$ cat src/sv/tkst_pkg.sv
`timescale 1ns / 1ps
// ----------------------------------------------------------------------------
// tkst_pkg
// Shared types and constants for the top-k score table.
// ----------------------------------------------------------------------------
package tkst_pkg;

  localparam int SCORE_W  = 31;
  localparam int ROOMS_W  = 16;
  localparam int STAMP_W  = 32;
  localparam int NAME_W   = 16;
  localparam int SLOT_W   = 4;
  localparam int PLACE_W  = 4;
  localparam int LATEST_W = 5;

  localparam logic [LATEST_W-1:0] LATEST_NONE = '1;

  typedef enum logic [1:0] {
    OP_OFFER      = 2'd0,
    OP_READ       = 2'd1,
    OP_CLEAR_ALL  = 2'd2,
    OP_CLEAR_TAIL = 2'd3
  } op_t;

  typedef struct packed {
    logic [SCORE_W-1:0] score;
    logic [ROOMS_W-1:0] rooms;
    logic [STAMP_W-1:0] stamp;
    logic [NAME_W-1:0]  name;
  } rec_t;

  typedef struct packed {
    logic               placed;
    logic [PLACE_W-1:0] place;
    rec_t               entry;
    logic               is_latest;
  } res_t;

endpackage

$ cat src/sv/tkst_table.sv
`timescale 1ns / 1ps
// ----------------------------------------------------------------------------
// tkst_table
// Register table of ranked records: parallel compare, one-step shift insert,
// clears, and the read mux. Result is combinational from current state.
// ----------------------------------------------------------------------------
module tkst_table #(
  parameter int ENTRIES = 10
) (
  input  logic                        clk,
  input  logic                        rst,
  input  logic                        upd,
  input  tkst_pkg::op_t               op,
  input  tkst_pkg::rec_t              rec,
  input  logic                        resumed,
  input  logic [tkst_pkg::SLOT_W-1:0] slot,
  output tkst_pkg::res_t              res
);
  import tkst_pkg::*;

  localparam int IDX_W = (ENTRIES > 1) ? $clog2(ENTRIES) : 1;
  localparam int CMP_W = IDX_W + SLOT_W + 1;

  rec_t                tbl      [ENTRIES];
  rec_t                tbl_next [ENTRIES];
  rec_t                shifted  [ENTRIES];
  logic [LATEST_W-1:0] latest;
  logic [LATEST_W-1:0] latest_next;

  logic [ENTRIES-1:0]  gt;
  logic [ENTRIES-1:0]  gt_prev;
  logic                found;
  logic [IDX_W-1:0]    pos;
  logic [IDX_W-1:0]    rd_idx;
  logic                rd_ok;

  // Table stays descending, so gt is a thermometer: first set bit is the slot.
  always_comb begin
    for (int i = 0; i < ENTRIES; i++) begin
      gt[i] = rec.score > tbl[i].score;
    end
    gt_prev = {gt[ENTRIES-2:0], 1'b0};
    found   = |gt;
    pos     = '0;
    for (int i = ENTRIES - 1; i >= 0; i--) begin
      if (gt[i]) begin
        pos = IDX_W'(i);
      end
    end
  end

  always_comb begin
    shifted[0] = rec;
    for (int i = 1; i < ENTRIES; i++) begin
      shifted[i] = tbl[i-1];
    end
  end

  always_comb begin
    latest_next = latest;
    for (int i = 0; i < ENTRIES; i++) begin
      tbl_next[i] = tbl[i];
    end
    case (op)
      OP_OFFER: begin
        if (!resumed) begin
          latest_next = found ? LATEST_W'(pos) : LATEST_NONE;
          for (int i = 0; i < ENTRIES; i++) begin
            if (gt[i]) begin
              tbl_next[i] = gt_prev[i] ? shifted[i] : rec;
            end
          end
        end
      end
      OP_READ: begin
      end
      OP_CLEAR_ALL: begin
        for (int i = 0; i < ENTRIES; i++) begin
          tbl_next[i] = '0;
        end
      end
      OP_CLEAR_TAIL: begin
        for (int i = 1; i < ENTRIES; i++) begin
          tbl_next[i] = '0;
        end
      end
      default: begin
      end
    endcase
  end

  always_ff @(posedge clk) begin
    if (rst) begin
      latest <= LATEST_NONE;
      for (int i = 0; i < ENTRIES; i++) begin
        tbl[i] <= '0;
      end
    end else if (upd) begin
      latest <= latest_next;
      for (int i = 0; i < ENTRIES; i++) begin
        tbl[i] <= tbl_next[i];
      end
    end
  end

  assign rd_ok  = CMP_W'(slot) < CMP_W'(ENTRIES);
  assign rd_idx = IDX_W'(slot);

  always_comb begin
    res = '0;
    case (op)
      OP_OFFER: begin
        if (!resumed && found) begin
          res.placed = 1'b1;
          res.place  = PLACE_W'(pos);
        end
      end
      OP_READ: begin
        if (rd_ok) begin
          res.entry     = tbl[rd_idx];
          res.is_latest = latest == LATEST_W'(slot);
        end
      end
      default: begin
      end
    endcase
  end

endmodule

$ cat src/sv/top_k_score_table.sv
`timescale 1ns / 1ps
// ----------------------------------------------------------------------------
// top_k_score_table
// Best-first table of score records with offer, read and clear operations.
// ----------------------------------------------------------------------------
// Input channel (in_valid / in_stall) carries one op word: offer a scored
// record, read an entry, clear all, or clear all but the top entry.
// Output channel (out_valid / out_stall) returns one result word per input
// word, in order.
// The table is updated and the result register loaded at the edge that
// accepts the word.
// Throughput: 1 word per cycle while in_stall is low; the compare-and-shift
// spans all ENTRIES table registers.
// A result waiting under out_stall is held; in_stall rises only while a
// result is held and stalled, so a word is taken in the same cycle the
// previous result drains.
// Reset clears every table entry to zero, marks no latest insert, and
// empties the result register.
// ----------------------------------------------------------------------------
module top_k_score_table #(
  parameter int ENTRIES = 10
) (
  input  logic                          clk,
  input  logic                          rst,
  input  logic                          in_valid,
  output logic                          in_stall,
  input  logic [1:0]                    op,
  input  logic [tkst_pkg::SCORE_W-1:0]  new_score,
  input  logic [tkst_pkg::ROOMS_W-1:0]  rooms,
  input  logic [tkst_pkg::STAMP_W-1:0]  stamp,
  input  logic [tkst_pkg::NAME_W-1:0]   name_tag,
  input  logic                          resumed,
  input  logic [tkst_pkg::SLOT_W-1:0]   slot,
  output logic                          out_valid,
  input  logic                          out_stall,
  output logic                          placed,
  output logic [tkst_pkg::PLACE_W-1:0]  place,
  output logic [tkst_pkg::SCORE_W-1:0]  entry_score,
  output logic [tkst_pkg::ROOMS_W-1:0]  entry_rooms,
  output logic [tkst_pkg::STAMP_W-1:0]  entry_stamp,
  output logic [tkst_pkg::NAME_W-1:0]   entry_name,
  output logic                          is_latest
);
  import tkst_pkg::*;

  logic accept;
  rec_t rec;
  res_t res;

  assign in_stall = out_valid & out_stall;
  assign accept   = in_valid & ~in_stall;

  assign rec.score = new_score;
  assign rec.rooms = rooms;
  assign rec.stamp = stamp;
  assign rec.name  = name_tag;

  tkst_table #(
    .ENTRIES (ENTRIES)
  ) u_table (
    .clk     (clk),
    .rst     (rst),
    .upd     (accept),
    .op      (op_t'(op)),
    .rec     (rec),
    .resumed (resumed),
    .slot    (slot),
    .res     (res)
  );

  always_ff @(posedge clk) begin
    if (rst) begin
      out_valid <= 1'b0;
    end else if (accept) begin
      out_valid <= 1'b1;
    end else if (!out_stall) begin
      out_valid <= 1'b0;
    end
  end

  always_ff @(posedge clk) begin
    if (accept) begin
      placed      <= res.placed;
      place       <= res.place;
      entry_score <= res.entry.score;
      entry_rooms <= res.entry.rooms;
      entry_stamp <= res.entry.stamp;
      entry_name  <= res.entry.name;
      is_latest   <= res.is_latest;
    end
  end

  a_accept_gives_result: assert property (@(posedge clk) disable iff (rst)
    accept |=> out_valid)
    else $error("accepted word produced no result");

  a_place_in_range: assert property (@(posedge clk) disable iff (rst)
    (out_valid && placed) |-> (32'(place) < 32'(ENTRIES)))
    else $error("place outside table");

  a_offer_result_clean: assert property (@(posedge clk) disable iff (rst)
    (out_valid && placed) |-> (entry_score == '0 && entry_name == '0 && !is_latest))
    else $error("offer result carries read fields");

  a_read_result_clean: assert property (@(posedge clk) disable iff (rst)
    (out_valid && is_latest) |-> (!placed && place == '0))
    else $error("read result carries offer fields");

endmodule
$ cat config.mk
export PLATFORM = sky130hd
export DESIGN_NAME = top_k_score_table
export DESIGN_NICKNAME = d
export VERILOG_FILES = /design/src/sv/tkst_pkg.sv /design/src/sv/tkst_table.sv /design/src/sv/top_k_score_table.sv
export SDC_FILE = /design/constraint.sdc
export NUM_CORES = 2
export LEC_CHECK = 0
export ABC_AREA = 1
export ABC_CLOCK_PERIOD_IN_PS = 15000
export BUFFER_PORTS_ARGS = -buffer_cell sky130_fd_sc_hd__buf_2
export CAP_MARGIN = 20
export CORE_MARGIN = 2
export CORE_UTILIZATION = 40
export DETAILED_ROUTE_END_ITERATION = 7
export GPL_ROUTABILITY_DRIVEN = 0
export PLACE_DENSITY_LB_ADDON = 0.08
export SLEW_MARGIN = 15
export SYNTH_ARGS = -nofsm -noshare
export SYNTH_HDL_FRONTEND = slang
export SYNTH_SLANG_ARGS = --single-unit
export TNS_END_PERCENT = 30
$ cat constraint.sdc
create_clock -name clk -period 15 [get_ports clk]
set_input_delay 3 -clock clk [delete_from_list [all_inputs] [get_ports clk]]
set_output_delay 3 -clock clk [all_outputs]
set_load 0.01 [all_outputs]
**Word-level counts from Yosys, hierarchy flattened**

Memory sizes are Yosys's and may differ from the RTL's. A register that Yosys moved wholly into a read port is not among the register bits.
Index checks and enable logic that the tools add are counted.

- Output and inout bits: 103
- Input port bits: 106
- Memories kept: 1
- Logic and storage cells: 96
- Bits in writable memories: 950
- Bits in registers: 12

- Bitwise operators: 14
- Equality and inequality tests: 5
- Muxes and demuxes: 51
- Magnitude comparators: 11
- Reductions and logical operators: 9

Memories:

| name | depth | bits a word | rd ports | clocked after memory_dff | write ports | line | text |
|---|---|---|---|---|---|---|---|
| u_table.tbl | 10 | 95 | 11 | 1 | 10 | tkst_table.sv:24 | `rec_t tbl [ENTRIES];` |

Operators by type and width:

| kind | number |
|---|---|
| $mux W95 | 29 |
| $pmux W855 S2 | 1 |
| $mux W950 | 1 |
| $gt A31 B31 Y1 | 10 |
| $pmux W95 S2 | 1 |
| $mux W4 | 10 |
| $mux W5 | 2 |
| $or A1 B1 Y1 | 10 |
| $reduce_or A10 Y1 | 1 |
| $mux W1 | 7 |
| $eq A5 B4 Y1 | 1 |
| $eq A2 B2 Y1 const B | 2 |
| $lt A4 B4 Y1 const B | 1 |
| $reduce_and A2 Y1 | 2 |
| $reduce_and A3 Y1 | 1 |
| $and A1 B1 Y1 | 2 |
| $eq A2 B1 Y1 const B | 1 |
| $logic_not A1 Y1 | 2 |
| $logic_not A2 Y1 | 1 |
| $ne A2 B1 Y1 const B | 1 |
| $not A1 Y1 | 2 |
| $reduce_or A2 Y1 | 1 |
| $logic_and A1 B1 Y1 | 1 |

**Depth between registers and ports, before layout**

An unclocked memory read counts as a cell.

- Depth in word-level cells: 13
- Depth in mapped cells: 22
- Mapped depth without buffers: 21

**By module**

A second synthesis with hierarchy kept.

- Cells, all modules: 6,291
- Area total of the unflattened synthesis: 60,454.2 sq um

By module, submodules not included:

| module | cells each | area each (sq um) | instances | sequential area each (sq um) |
|---|---|---|---|---|
| tkst_table | 6,184 | 57,372.5 | 1 | 28,627.5 |
| top_k_score_table | 107 | 3,081.7 | 1 | 3,052.9 |

**Worst setup path before layout**

OpenSTA, ideal clock, no wires.

- Path type: in2reg
- Start: input out_stall
- End: memory u_table.tbl[1][0] (netlist name) (enable)
- Data required time: 14,420 ps
- Path buffers: 0
- Arrival time: 9,767 ps
- Library setup time: 580 ps
- Stages on the path: 7
- Setup slack: 4,653 ps
- Cell sequence: nand2_1 inv_2 nor2_4 nor2_1 a31oi_1 o21ai_1 a21oi_1

RTL lines:

| what | line | text |
|---|---|---|
| from (decl) | top_k_score_table.sv:35 | `input logic out_stall,` |
| to (decl) | tkst_table.sv:24 |  |

==> results_dict.tcl <==
set metrics [dict create \
    most-common-layout-cells "o21ai_0, a21oi_1, edfxtp_1, nor2_1, nand2_1" \
    ys_ff_latch 1057 \
    synth_cells 6198 \
    yosysWarnings 0 \
    numCtsBuffers 120 \
    crit_fanout 79 \
    period_minus_slack_ns 7.47 \
    p_int_mw 5.77 \
    slew-limit-headroom_pct 21.4 \
    p_leak_nw 24.3 \
    first_global_vias 45900 \
    core-area_um2 146000 \
    synth_area_um2 59000 \
    drive_gt1_share_pct 8.26 \
    ctsLongestPathBuffers 3 \
    via_per_inst 6.01 \
    route.detailed.drc 0 \
    fillers 14200 \
    io_buffers 208 \
    routed_wl_um 212000 \
    netSwitchingFraction_pct 31.0 \
    start_util_pct 40.4 \
    cts.repair.resized 0 \
    yosysSeqAreaShare_pct 53.7 \
    fin_total_pwr_mw 8.36 \
    cp.required_ns 15.36 \
    fmax_ghz 0.134 \
    startpoint_type "primary input" \
    wl_per_cell_um 26.0 \
    grt_max_degree 155 \
    power.switching_mw 2.59 \
    ys.flop_type "edfxtp_1" \
    fin_hold_ws_ns 0.470 \
    syn_to_final_growth_pct 10.6 \
    fp.dieH_um 388 \
    setup_viol 0 \
    power_frac_clock_pct 37.5 \
    cts_setup_buffers 0 \
    cts_tree "built" \
    dr_total_vias 49000 \
    insertion_delay_ns 0.76 \
    final_area_um2 65300 \
    grt_usage_pct 27.4 \
    io-pin-count 209 \
    finalNetCount 6532 \
    async_reset_ff_share_pct 0 \
    clock-sinks 1057 \
    cp_data_arrival_time_ns 7.84 \
    dpl_cell_area_um2 61100 \
    grt_pass1_wl_um 313000 \
    final_common_cell "o21ai_0" \
    avgSynthCellArea_um2 9.52 \
    rsz0062_at_grt "false" \
    vdd_drop_max_mv 0.0901 \
    hold_viol 0 \
    pwr-share-seq_pct 44.7 \
    critical_path_class "primary input to flop" \
    h-tree-depth 3 \
    synth_nets 6614 \
    path_clk_slew_ns 0.06 \
    cts_root_buf "clkbuf_16" \
    fin_crit_sh_pct 49.8 \
    die_w_um 388 \
    status "complete, no violations" \
    synth_cell_type_count 45 \
    drv_slew 0 \
    fin_worst_skew_ns 0.0300 \
    synth_edf_count 1051 \
    combPwrFrac_pct 17.8 \
    worstMarginPinSlew_ns 1.18 \
    dieArea_um2 151000 \
    place_hpwl_um 121000 \
    cts_hold_buf 0 \
    drt_iter0_drc 5306 \
    crit_path_end_kind "flop" \
    setup_tns_ns 0 \
    ant_nets 0 \
    hold_path_class "flop to flop" \
    overflow 0 \
    drt-pass1-iter-count 5 \
    maxCapViolCount 0 \
    antenna_found_initial 13 \
    power_density_nw_per_um2 128 \
    std_cell_rows 140 \
]
## registers in the layout, summed over array words and instances, names as in the netlist
signal	cells
u_table.tbl	950
entry_stamp	32
entry_score	31
entry_name	16
entry_rooms	16
u_table.latest	5
place	4
is_latest	1
out_valid	1
placed	1
## power by group through the flow
| stage | Sequential [mW] | Combinational, mW | Clock, mW |
|---|---|---|---|
| 4_1_cts | 3.73 | 1.47 | 3.18 |
| 2_1_floorplan | 3.78 | 0.896 | 0 |
| 5_1_grt | 3.77 | 1.63 | 3.30 |
| 6_report | 3.74 | 1.49 | 3.13 |
| 3_3_place_gp | 3.79 | 1.45 | 0 |
| 3_5_place_dp | 3.79 | 1.47 | 0 |
## cells in the mapped netlist (all sizes together) (4+ instances only)
cell / count / area share [%]
mux2i: 38 / 0.64
nand2: 421 / 2.7
nor4b: 5 / 0.11
dfxtp: 6 / 0.20
edfxtp: 1051 / 53
a21oi: 1196 / 10
nor4: 11 / 0.13
o211ai: 40 / 0.51
nand3b: 4 / 0.051
nor2: 454 / 3.0
nand3: 76 / 0.64
a221oi: 67 / 1.1
ha: 310 / 6.6
o2111ai: 30 / 0.45
a21o: 4 / 0.051
clkbuf: 246 / 1.6
inv: 405 / 2.6
o22ai: 131 / 1.4
o21a: 12 / 0.15
nand4: 54 / 0.57
o21ai: 1252 / 11
nor3: 39 / 0.34
buf: 242 / 2.3
clkinv: 94 / 0.60
## metal layers
layer	vias to the layer above	routed length, µm	GRT usage, %
met2	1899	95200	42.6
li1	22500	-	-
met3	270	15200	3.25
met1	24300	96000	40.4
met5	-	0	0
met4	0	5460	7.44
## final timing paths
check	start	depth (start not counted)	endpoint	slack, ns
setup / recovery	new_score[0]	12	u_table.tbl[0][14]$_SDFFCE_PP0P_	7.53
hold / removal	u_table.latest[4]$_SDFFE_PP1P_	2	u_table.latest[4]$_SDFFE_PP1P_	0.47
setup reg to reg	u_table.tbl[0][78]$_SDFFCE_PP0P_	12	u_table.tbl[0][14]$_SDFFCE_PP0P_	9.62
hold reg to reg	u_table.latest[4]$_SDFFE_PP1P_	2	u_table.latest[4]$_SDFFE_PP1P_	0.47
## critical path, cell delays in order
cell     delay, ns
buf_2         0.18
inv_1         0.38
ha_1          0.36
o21ai_0       0.17
a21oi_1       0.08
o21ai_0       0.37
nand2_1       0.10
nand2_1       0.17
nand2_8       0.36
a21oi_4       1.06
buf_4         0.59
buf_4         0.91
## cells by family (layout without fill, tap and decap cells)
logic type                 after synthesis  count (layout)  synth area share (%)
other                                    0               5                     0
adders and majority gates              310             310                  6.57
DFF                                   1057            1057                  53.7
buffers and inverters                  987            1010                  7.09
and+or+nand+nor                       1069            1069                  7.55
muxes                                   38              38                 0.644
AOI/OAI and AO/OA                     2737            2737                  24.5
## final cells by class
type / instances / area (µm²) / share of cell area, %
sequential: 1057 / 31700 / 48.5
multi-input combinational: 4154 / 23400 / 35.8
clock buffer: 148 / 3210 / 4.92
tap: 1917 / 2400 / 3.67
inverter: 499 / 1900 / 2.90
timing repair buffer: 284 / 1810 / 2.77
clock inverter: 79 / 902 / 1.38
antenna: 5 / 12.5 / 0.0192
## through the flow
step	setup slack, ns	util, %	cells
finish	7.53	44.7	8143
global route	7.15	44.7	8139
CTS	7.61	44.6	8135
detailed placement	6.80	41.8	7908
global placement	6.65	41.8	7905
floorplan	4.65	-	6198
Power figures use the tool's default switching activity.
